$ cat config.mk
export PLATFORM = sky130hd
export DESIGN_NAME = http_request_signature_classifier_core
export DESIGN_NICKNAME = d
export VERILOG_FILES = /design/src/hw/rtl/hsc_pkg.sv /design/src/hw/rtl/hsc_byte_cell.sv /design/src/hw/rtl/http_request_signature_classifier_core.sv
export SDC_FILE = /design/constraint.sdc
export NUM_CORES = 1
export LEC_CHECK = 0
export ABC_AREA = 1
export BUFFER_PORTS_ARGS = -buffer_cell sky130_fd_sc_hd__buf_2
export CAP_MARGIN = 20
export CORE_MARGIN = 2
export CORE_UTILIZATION = 56
export CTS_BUF_LIST = sky130_fd_sc_hd__clkbuf_16
export DETAILED_ROUTE_END_ITERATION = 12
export HOLD_SLACK_MARGIN = 0.06
export PLACE_DENSITY_LB_ADDON = 0.3
export SETUP_SLACK_MARGIN = 0.3
export SLEW_MARGIN = 20
export SYNTH_ARGS = -nofsm -noshare
export SYNTH_HDL_FRONTEND = slang
export SYNTH_HIERARCHICAL = 1
export SYNTH_SLANG_ARGS = --single-unit
$ cat constraint.sdc
create_clock -name aclk -period 2.6 [get_ports aclk]
set_input_delay 0.26 -clock aclk [delete_from_list [all_inputs] [get_ports aclk]]
set_output_delay 0.26 -clock aclk [all_outputs]
set_load 0.03 [all_outputs]
$ cat src/hw/rtl/hsc_pkg.sv
// shared types and constants for the request signature classifier
// beat structs, reason codes, method and pattern byte strings
package hsc_pkg;

    localparam int WIN_BYTES  = 6;
    localparam int METH_BYTES = 7;

    typedef struct packed {
        logic [7:0] data_byte;
        logic       last;
    } hsc_in_t;

    typedef struct packed {
        logic       suspicious;
        logic [2:0] reason;
    } hsc_out_t;

    typedef logic [2:0] hsc_reason_t;
    localparam hsc_reason_t RSN_CLEAN     = 3'd0;
    localparam hsc_reason_t RSN_BAD_METH  = 3'd1;
    localparam hsc_reason_t RSN_SQL       = 3'd2;
    localparam hsc_reason_t RSN_SHORT     = 3'd3;
    localparam hsc_reason_t RSN_TOOL      = 3'd4;

    localparam logic [7:0] MIN_LEN_RST = 8'd10;

    // accepted methods, first byte highest, zero padded to 7 bytes
    localparam logic [55:0] METH_GET     = 56'h47_45_54;
    localparam logic [55:0] METH_POST    = 56'h50_4f_53_54;
    localparam logic [55:0] METH_HEAD    = 56'h48_45_41_44;
    localparam logic [55:0] METH_OPTIONS = 56'h4f_50_54_49_4f_4e_53;

    // sql fragments, newest byte lowest
    localparam logic [31:0] SQL_OR    = 32'h20_4f_52_20;
    localparam logic [15:0] SQL_DASH  = 16'h2d_2d;
    localparam logic [15:0] SQL_QUOTE = 16'h27_3b;

    // scanner and client names
    localparam logic [47:0] TOOL_A = 48'h73_71_6c_6d_61_70;
    localparam logic [39:0] TOOL_B = 40'h4e_69_6b_74_6f;
    localparam logic [31:0] TOOL_C = 32'h63_75_72_6c;
    localparam logic [31:0] TOOL_D = 32'h77_67_65_74;
    localparam logic [31:0] TOOL_E = 32'h6e_6d_61_70;

    function automatic logic is_space(input logic [7:0] b);
        return (b == 8'h20) || ((b >= 8'h09) && (b <= 8'h0d));
    endfunction

endpackage

$ cat src/hw/rtl/hsc_byte_cell.sv
// one byte cell of a shift chain: loads its neighbor's byte on shift
// used for the recent-byte window and the method text; no package use
module hsc_byte_cell (
    input  logic       aclk,
    input  logic       aresetn,
    input  logic       clear,
    input  logic       shift,
    input  logic [7:0] d_in,
    output logic [7:0] q
);
    logic [7:0] q_reg;
    logic [7:0] q_next;

    always_comb begin
        q_next = q_reg;
        if (clear) begin
            q_next = 8'd0;
        end else if (shift) begin
            q_next = d_in;
        end
    end

    always_ff @(posedge aclk) begin
        if (!aresetn) begin
            q_reg <= 8'd0;
        end else begin
            q_reg <= q_next;
        end
    end

    assign q = q_reg;
endmodule

$ cat src/hw/rtl/http_request_signature_classifier_core.sv
// top level of the request signature classifier
// depends on hsc_pkg and hsc_byte_cell (window and method chains)
//
// usage: request bytes enter on the s_ channel, one beat per byte, with
// s_data.last on the final byte. a zero byte ends the text and the rest of
// the request up to last is ignored. one verdict beat (suspicious, reason)
// leaves on the m_ channel for each request in the cycle after its last byte
// is accepted. non-last bytes produce nothing.
// throughput: one byte per cycle while no verdict waits on m_ready; a new
// request may start in the cycle after the previous last byte. the per-byte
// work is one shift of two byte chains (six window cells, seven method cells)
// plus pattern compares. the verdict sits in a single output register; while
// it waits for m_ready, s_ready is low, and it rises in the same cycle the
// verdict is taken, so a steady stream is not slowed.
// min_length is written through cfg_valid/cfg_data (always ready) and
// should only change between requests.
// reset (aresetn low, synchronous) clears all request state, drops
// m_valid and sets min_length to 10.
module http_request_signature_classifier_core (
    input  logic             aclk,
    input  logic             aresetn,
    input  logic             s_valid,
    output logic             s_ready,
    input  hsc_pkg::hsc_in_t s_data,
    output logic             m_valid,
    input  logic             m_ready,
    output hsc_pkg::hsc_out_t m_data,
    input  logic             cfg_valid,
    output logic             cfg_ready,
    input  logic [7:0]       cfg_data
);
    import hsc_pkg::*;

    logic [7:0] win_q  [WIN_BYTES];
    logic [7:0] win_n  [WIN_BYTES];
    logic [7:0] meth_q [METH_BYTES];
    logic [7:0] meth_n [METH_BYTES];

    logic [7:0]  min_len_reg;
    logic [2:0]  meth_cnt_reg, meth_cnt_next;
    logic        meth_closed_reg, meth_closed_next;
    logic        sql_reg, sql_next;
    logic        tool_reg, tool_next;
    logic [7:0]  len_reg, len_next;
    logic        ended_reg, ended_next;
    logic        out_valid_reg, out_valid_next;
    hsc_out_t    out_data_reg, out_data_next;

    logic        in_acc;
    logic        req_done;
    logic        byte_take;
    logic        meth_take;
    logic [7:0]  b;
    logic [47:0] win_vec;
    logic [55:0] meth_vec;
    logic        sql_hit, tool_hit, meth_ok;
    hsc_reason_t rsn;

    assign b        = s_data.data_byte;
    assign s_ready  = !out_valid_reg || m_ready;
    assign in_acc   = s_valid && s_ready;
    assign req_done = in_acc && s_data.last;
    assign byte_take = in_acc && !ended_reg && (b != 8'd0);
    assign meth_take = byte_take && !meth_closed_reg && !is_space(b);
    assign cfg_ready = 1'b1;

    // window chain: cell 0 holds the newest byte
    for (genvar i = 0; i < WIN_BYTES; i++) begin : g_win
        if (i == 0) begin : g_head
            assign win_n[i] = b;
        end else begin : g_body
            assign win_n[i] = win_q[i-1];
        end
        hsc_byte_cell u_cell (
            .aclk    (aclk),
            .aresetn (aresetn),
            .clear   (req_done),
            .shift   (byte_take),
            .d_in    (win_n[i]),
            .q       (win_q[i])
        );
        assign win_vec[8*i +: 8] = win_n[i];
    end

    // method chain: cell 0 holds the latest method byte
    for (genvar k = 0; k < METH_BYTES; k++) begin : g_meth
        logic [7:0] d;
        if (k == 0) begin : g_head
            assign d = b;
        end else begin : g_body
            assign d = meth_q[k-1];
        end
        assign meth_n[k] = meth_take ? d : meth_q[k];
        hsc_byte_cell u_cell (
            .aclk    (aclk),
            .aresetn (aresetn),
            .clear   (req_done),
            .shift   (meth_take),
            .d_in    (d),
            .q       (meth_q[k])
        );
        assign meth_vec[8*k +: 8] = meth_n[k];
    end

    // window as it stands once this byte is in
    assign sql_hit = (win_vec[31:0] == SQL_OR) || (win_vec[15:0] == SQL_DASH)
                  || (win_vec[15:0] == SQL_QUOTE);
    assign tool_hit = (win_vec[47:0] == TOOL_A) || (win_vec[39:0] == TOOL_B)
                   || (win_vec[31:0] == TOOL_C) || (win_vec[31:0] == TOOL_D)
                   || (win_vec[31:0] == TOOL_E);

    always_comb begin
        meth_cnt_next    = meth_cnt_reg;
        meth_closed_next = meth_closed_reg;
        sql_next         = sql_reg;
        tool_next        = tool_reg;
        len_next         = len_reg;
        ended_next       = ended_reg;
        if (in_acc && !ended_reg && (b == 8'd0)) begin
            ended_next = 1'b1;
        end
        if (byte_take) begin
            if (len_reg != 8'hff) begin
                len_next = len_reg + 8'd1;
            end
            if (!meth_closed_reg) begin
                if (is_space(b)) begin
                    meth_closed_next = 1'b1;
                end else begin
                    meth_cnt_next = meth_cnt_reg + 3'd1;
                    if (meth_cnt_reg == 3'(METH_BYTES - 1)) begin
                        meth_closed_next = 1'b1;
                    end
                end
            end
            sql_next  = sql_reg || sql_hit;
            tool_next = tool_reg || tool_hit;
        end
    end

    assign meth_ok = ((meth_cnt_next == 3'd3) && (meth_vec == METH_GET))
                  || ((meth_cnt_next == 3'd4) && (meth_vec == METH_POST))
                  || ((meth_cnt_next == 3'd4) && (meth_vec == METH_HEAD))
                  || ((meth_cnt_next == 3'd7) && (meth_vec == METH_OPTIONS));

    always_comb begin
        if (!meth_ok) begin
            rsn = RSN_BAD_METH;
        end else if (sql_next) begin
            rsn = RSN_SQL;
        end else if (len_next < min_len_reg) begin
            rsn = RSN_SHORT;
        end else if (tool_next) begin
            rsn = RSN_TOOL;
        end else begin
            rsn = RSN_CLEAN;
        end
    end

    always_comb begin
        out_valid_next = out_valid_reg;
        out_data_next  = out_data_reg;
        if (req_done) begin
            out_valid_next           = 1'b1;
            out_data_next.suspicious = (rsn != RSN_CLEAN);
            out_data_next.reason     = rsn;
        end else if (m_ready) begin
            out_valid_next = 1'b0;
        end
    end

    always_ff @(posedge aclk) begin
        if (!aresetn) begin
            min_len_reg     <= MIN_LEN_RST;
            meth_cnt_reg    <= 3'd0;
            meth_closed_reg <= 1'b0;
            sql_reg         <= 1'b0;
            tool_reg        <= 1'b0;
            len_reg         <= 8'd0;
            ended_reg       <= 1'b0;
            out_valid_reg   <= 1'b0;
        end else begin
            if (cfg_valid) begin
                min_len_reg <= cfg_data;
            end
            if (req_done) begin
                meth_cnt_reg    <= 3'd0;
                meth_closed_reg <= 1'b0;
                sql_reg         <= 1'b0;
                tool_reg        <= 1'b0;
                len_reg         <= 8'd0;
                ended_reg       <= 1'b0;
            end else begin
                meth_cnt_reg    <= meth_cnt_next;
                meth_closed_reg <= meth_closed_next;
                sql_reg         <= sql_next;
                tool_reg        <= tool_next;
                len_reg         <= len_next;
                ended_reg       <= ended_next;
            end
            out_valid_reg <= out_valid_next;
        end
    end

    always_ff @(posedge aclk) begin
        out_data_reg <= out_data_next;
    end

    assign m_valid = out_valid_reg;
    assign m_data  = out_data_reg;
endmodule
[Word level (Yosys, flattened, before mapping)]
Cells that the tools add are included.
Storage, ports and cells
  bits in registers: 124
  latch bits: 0
  RAM bits: 0
  bits in read-only memories: 0
  bits of input ports: 22
  output and inout port bits: 7
  logic and storage cells: 103
  memories kept: 0
Operators by class
  add/subtract/negate cells: 2
  $mul: 0
  div/mod/pow operators: 0
  $lt $le $gt $ge: 3
  equality and inequality tests: 18
  shift operators: 0
  mux-type cells: 23
  bitwise operators: 1
  reductions and logical operators: 34
Operator list (number)
  == test 56 x 31 -> 1 bit (second input constant): 2
  == test 32 x 31 -> 1 bit (second input constant): 3
  2-to-1 mux 8 bit: 9
  == test 56 x 23 -> 1 bit (second input constant): 1
  == test 56 x 55 -> 1 bit (second input constant): 1
  == test 48 x 47 -> 1 bit (second input constant): 1
  == test 40 x 39 -> 1 bit (second input constant): 1
  == test 16 x 14 -> 1 bit (second input constant): 2
  == test 32 x 30 -> 1 bit (second input constant): 1
  2-to-1 mux 3 bit: 7
  logical OR 1 bit: 13
  logical AND 1 bit: 12
  == test 3 bit (second input constant): 3
  adder 8 x 1 -> 8 bit (second input constant): 1
  == test 8 x 6 -> 1 bit (second input constant): 1
  greater-or-equal comparator 8 x 4 -> 1 bit (second input constant): 1
  less-or-equal comparator 8 x 4 -> 1 bit (second input constant): 1
  logical NOT 8 bit: 1
  < comparator 8 bit: 1
  inequality test 8 bit (second input constant): 1
  nonzero test 8 bit: 1
  2-to-1 mux 1 bit: 7
  logical NOT 1 bit: 4
  adder 3 x 1 -> 3 bit (second input constant): 1
  other kinds (5): 5

[Longest topological paths before layout]
  word-level depth: 15
  depth in mapped cells: 21
  gate-level depth less buffers: 20

[Cells and area by module]
The synthesis kept the hierarchy.
Modules (own cells, without submodules)
  hsc_byte_cell: instances 12, cells each 36, area an instance 282.8 um^2
  http_request_signature_classifier_core: instances 1, cells each 561, area an instance 3156.8 um^2

[Least setup slack after synthesis]
No wires, ideal clock.
  path kind: flip-flop to flip-flop
  start point: reg out_valid_reg (netlist: m_valid)
  end point: reg out_data_reg (netlist bit m_data[3]), data pin
  library setup time: 0.268 ns
  arrival: 2.999 ns
  required time: 2.332 ns
  path slack: -0.667 ns
  stages on the path, launching flop included: 13
  buffers on the path: 0
  clock period less this slack: 3.267 ns
  cells stage by stage: dfxtp_1 -> nand2_1 -> nand3_1 -> nor2_1 -> nand2_1 -> or2_2 -> xor2_1 -> ha_1 -> nand2_1 -> o21ai_0 -> nand2_1 -> a21oi_1 -> nand3_1
On the way
  elaborated cells between the ends (all ways): 38
  classes of those cells: order compare: 1; eq/ne: 7; mux: 15; reduce/logical: 15
RTL lines
  start: declaration: RTL line http_request_signature_classifier_core.sv:46  | logic out_valid_reg, out_valid_next;
  start signal: assignment: RTL line http_request_signature_classifier_core.sv:201  | out_valid_reg <= out_valid_next;
  logical NOT 1 bit: RTL line http_request_signature_classifier_core.sv:60  | assign s_ready = !out_valid_reg || m_ready;
  logical OR 1 bit: RTL line http_request_signature_classifier_core.sv:60
  named net s_ready: RTL line http_request_signature_classifier_core.sv:23  | output logic s_ready,
  logical AND 1 bit: RTL line http_request_signature_classifier_core.sv:61  | assign in_acc = s_valid && s_ready;
  logical AND 1 bit (2 in a row): RTL line http_request_signature_classifier_core.sv:63  | assign byte_take = in_acc && !ended_reg && (b != 8'd0);
  named net byte_take: RTL line http_request_signature_classifier_core.sv:51  | logic byte_take;
  2-to-1 mux 8 bit: RTL line http_request_signature_classifier_core.sv:122  | if (byte_take) begin
  named net len_next[3]: RTL line http_request_signature_classifier_core.sv:44  | logic [7:0] len_reg, len_next;
  < comparator 8 bit: RTL line http_request_signature_classifier_core.sv:151  | end else if (len_next < min_len_reg) begin
  2-to-1 mux 3 bit: RTL line http_request_signature_classifier_core.sv:151
  2-to-1 mux 3 bit: RTL line http_request_signature_classifier_core.sv:149  | end else if (sql_next) begin
  2-to-1 mux 3 bit: RTL line http_request_signature_classifier_core.sv:147  | if (!meth_ok) begin
  nonzero test 3 bit: RTL line http_request_signature_classifier_core.sv:165  | out_data_next.suspicious = (rsn != RSN_CLEAN);
  end signal: assignment: RTL line http_request_signature_classifier_core.sv:206  | out_data_reg <= out_data_next;
  end: declaration: RTL line http_request_signature_classifier_core.sv:47  | hsc_out_t out_data_reg, out_data_next;
The timed path passes the listed nets, and every way through them passes these cells.
A chain may end at the register's enable or synchronous reset.

[Worst setup path in the final report]
  start point: reg len_reg[1]
  end point: reg out_data_reg (netlist bit m_data[3]), data pin
On the way
  cells in the longest elaborated chain, start to end: 8
  elaborated cells between the ends (all ways): 9
  classes of those cells: add/sub: 1; order compare: 1; eq/ne: 1; mux: 5; reduce/logical: 1
Ends and longest elaborated chain
  start: declaration: RTL line http_request_signature_classifier_core.sv:44
  start signal: assignment: RTL line http_request_signature_classifier_core.sv:198  | len_reg <= len_next;
  adder 8 x 1 -> 8 bit / inequality test 8 bit (equally long branches): RTL line http_request_signature_classifier_core.sv:124, http_request_signature_classifier_core.sv:123
  2-to-1 mux 8 bit *: RTL line http_request_signature_classifier_core.sv:123  | if (len_reg != 8'hff) begin
  2-to-1 mux 8 bit *: RTL line http_request_signature_classifier_core.sv:122
  named net len_next[6]: RTL line http_request_signature_classifier_core.sv:44
  < comparator 8 bit *: RTL line http_request_signature_classifier_core.sv:151
  2-to-1 mux 3 bit *: RTL line http_request_signature_classifier_core.sv:151
  2-to-1 mux 3 bit *: RTL line http_request_signature_classifier_core.sv:149
  2-to-1 mux 3 bit *: RTL line http_request_signature_classifier_core.sv:147
  nonzero test 3 bit *: RTL line http_request_signature_classifier_core.sv:165
Mark *: on every way through the listed nets, which the timed path passes. The rest lies on a longest branch.

==> qor.csv <==
stage,metric,value,unit
final_layout,area grow syn2layout,22.8,%
setup_path,number of cells on the worst reg-to-reg path,16,
grt,largest net degree at the start of global routing,49,
sta,top achievable clock speed,362,MHz
floorplanning,row count,39,
final_layout,most frequent cells in the layout,"nand2_1 (391), dfxtp_1 (117), a21oi_1 (112)",
clock_tree,clock latency on the worst-skew pair,0.43,ns
synth,Post-Syn Area,0.00655,sq mm
setup_path,cell family with most CP delay,simple AND/OR/NAND/NOR gates,
floorplanning,die area,0.0126,sq mm
synth,Mean Syn Cell Area,6.60,sq um
outcome,status,"complete, but fails checks",
synth,number of distinct library cells after synthesis,45,
floorplanning,DIE WIDTH,112,um
sta,WHS,0.115,ns
drt,Post-Route WL,18700,um
outcome,failing checks,setup timing,
power,Power Dens Cells,626,mW/mm^2
synth,Synthesized Nets,1025,
drt,DRT antenna net count,0,
setup_path,maximum fanout along the worst path,3,
placement,DP Wirelength,11000,um
setup_path,Setup CP Type,reg2reg,
final_layout,Final #Nets,1112,
synth,Synth top area share,36.7,%
sta,"Hold Vio Cnt, Final",0,
setup_path,CP startpoint,len_reg[1],
sta,worst setup margin,-0.164,ns
clock_tree,Clock Tree Buf Depth,2,
sta,final period demand of the worst path,2.76,ns
floorplanning,Die Span Y,112,um
final_layout,"most common cell after layout, fill and taps aside",nand2_1,
sta,"Slew Viols, Final",0,
sta,unrepaired setup endpoints after global routing,true,
grt,first-pass GRT wire length,27700,um
floorplanning,Core ar.,0.0114,sq mm
setup_path,WP depth,16,
drt,drt wl/cell,15.1,um
synth,sequential area share after synthesis,38.5,%
power,VDD IR-drop max,0.855,mV
final_layout,# diodes,0,
setup_path,r2r endpoint,m_data[3],
sta,clock skew,0.00945,ns
clock_tree,TritonCTS Buffers,17,
run,max-cap violations,0,
final_layout,layout cells sized above 1,18.3,%
setup_path,"slowest stage cell, crit path",dfxtp_2,
placement,Port Buffer Count,27,
placement,Placer Congestion,0.930,
sta,Final setup viols,4,
setup_path,CP peak stage delay,0.36,ns
clock_tree,Max H-tree Level,4,
worst_hold_path,HP Class,in2reg,
grt,"Remaining Overflow, GRT",0,
clock_tree,clock sinks,124,
synth,Mapped Cells,993,
setup_path,startpoint types,register,
setup_path,CP bufs+invs,5,
final_layout,Largest register FFs,56,
sta,Slew headroom,53.4,%
drt,initial DRC count,667,
sta,fin crit share,106,%
synth,ys async rst share,0,%
drt,DR vias/cell,5.45,
synth,Synth area leaders,"dfxtp_1 (37%), nand2_1 (23%), a21oi_1 (8.7%), inv_1 (5.5%), nor2_1 (4.3%)",
setup_path,flop2flop setup slack,-0.16,ns
drt,total number of vias,6740,
clock_tree,"Reg clk slew, reported paths",0.06,ns
setup_path,Critical Path RT,2.77,ns
synth,register bit count reported by yosys,124,
clock_tree,clk root buf,clkbuf_16,
synth,Post-synth EDFFs,4,
grt,gr usage total,27.0,%
power,Static Leak,0.00331,uW
synth,commonest register cell after synthesis,dfxtp_1,
drt,DRC viols,0,
drt,DR pass1 iterations,5,
setup_path,Setup crit end,m_data[3],
synth,Synth area leader,dfxtp_1,
floorplanning,Initial Util,57.4,%
sta,Worst-Margin Slew,0.699,ns
floorplanning,Ports,29,
setup_path,critical path cell sequence,ha_4 > inv_4 > nor3_4 > nand2_2 > nor2_4 > buf_4 > inv_1 > o31ai_4 > inv_1 > ha_1 > nand2_1 > nor2_2 > a211oi_2 > buf_4 > a21oi_4 > nand3_1,
grt,vias in the first global route,6029,
final_layout,final core occ,70.4,%
grt,antenna violations before repair,0,
setup_path,worst r2r src,len_reg[1],
synth,Synthesis Warnings,6,
clock_tree,CTS tree,built,
setup_path,WP data arrival,2.93,ns
setup_path,crit end category,register,
[Yosys cell counts (2+ instances only)]
cell type	number
nand2_1	402
edfxtp_1	4
or2_2	5
nor4_1	6
buf_8	2
nand3b_1	2
o31ai_2	2
nand2_4	2
ha_1	10
o21ai_1	5
o31ai_1	2
clkbuf_1	2
nor2_1	75
a21oi_1	114
nor2_2	5
o21ai_0	21
nand2_2	5
nor3b_1	4
xor2_1	6
buf_4	2
dfxtp_1	120
nand4_1	18
nor3_1	19
buf_6	18
inv_2	14
inv_1	96
nand3_1	14
[power breakdown]
| group | internal, uW | total, uW | switching [uW] |
|---|---|---|---|
| Sequential | 1950 | 1990 | 37.5 |
| Combinational | 189 | 540 | 351 |
| Clock | 1600 | 2510 | 906 |
| Total | 3740 | 5030 | 1290 |
[repair_timing]
action,CTS,global route
pin swaps,13,22
gates cloned,0,4
resized for setup,9,38
setup buffers,12,8
setup endpoints to repair,4,4
hold buffers,2,0
hold endpoints to repair,2,0
[layer usage]
layer	vias up	wire length [um]	GRT usage, %
met1	3071	7880	35.0
met3	63	1100	5.18
li1	3329	-	-
met2	277	9070	44.2
met5	-	0	0
met4	0	639	11.3
[area by class of cell]
cell class	instances	area (sq um)
sequential	124	2530
clock inverter	15	196
fill	915	3380
timing repair buffer	91	702
tap	143	179
clock buffer	17	425
multi-input combinational	736	3590
inverter	110	418
[logic make-up after synthesis]
group	after synthesis	share of synthesized area [%]
XOR/XNOR	6	0.802
buffers and inverters	134	10.2
flip-flops	124	38.5
AND/OR/NAND/NOR	566	36.0
other	1	0.0573
adder cells (fa/ha/maj)	10	1.91
AO/OA/AOI/OAI	152	12.5
[worst reg2reg max path: cells and delay by family (launching register included)]
| family | cells | cell delay, ns |
|---|---|---|
| simple gates | 6 | 0.65 |
| compound gates | 3 | 0.52 |
| buf+inv | 5 | 0.51 |
| fa+ha+maj | 2 | 0.45 |
| flops | 1 | 0.36 |
[per-stage QoR]
step                      std cells  area, sq um  TNS, ns  total power [uW]  worst slack (ns)
after floorplan                 993         6610        0              2370             0.209
after global routing           1236         8040   -0.782              5180            -0.256
after detailed placement       1178         6990   -0.127              2490           -0.0713
after CTS                      1224         7760  -0.0382              4980           -0.0299
final                          1236         8040   -0.474              5030            -0.164
after global placement         1178         6990  -0.0579              2480           -0.0508
[worst min path at each step]
| stage | start | endpoint | slack [ns] | depth (start not counted) |
|---|---|---|---|---|
| 3_5_place_dp | g_win[4].u_cell/q[1] | g_win[4].u_cell/q[1] | 0.45 | 2 |
| 5_1_grt | cfg_data[0] | min_len_reg[0] | 0.12 | 3 |
| 6_report | cfg_data[6] | min_len_reg[6] | 0.12 | 3 |
| 2_1_floorplan | aresetn | m_valid | 0.36 | 2 |
| 3_3_place_gp | g_win[4].u_cell/q[6] | g_win[4].u_cell/q[6] | 0.45 | 2 |
| 4_1_cts | cfg_data[0] | min_len_reg[0] | 0.08 | 3 |
(Power assumes the default switching activity.)
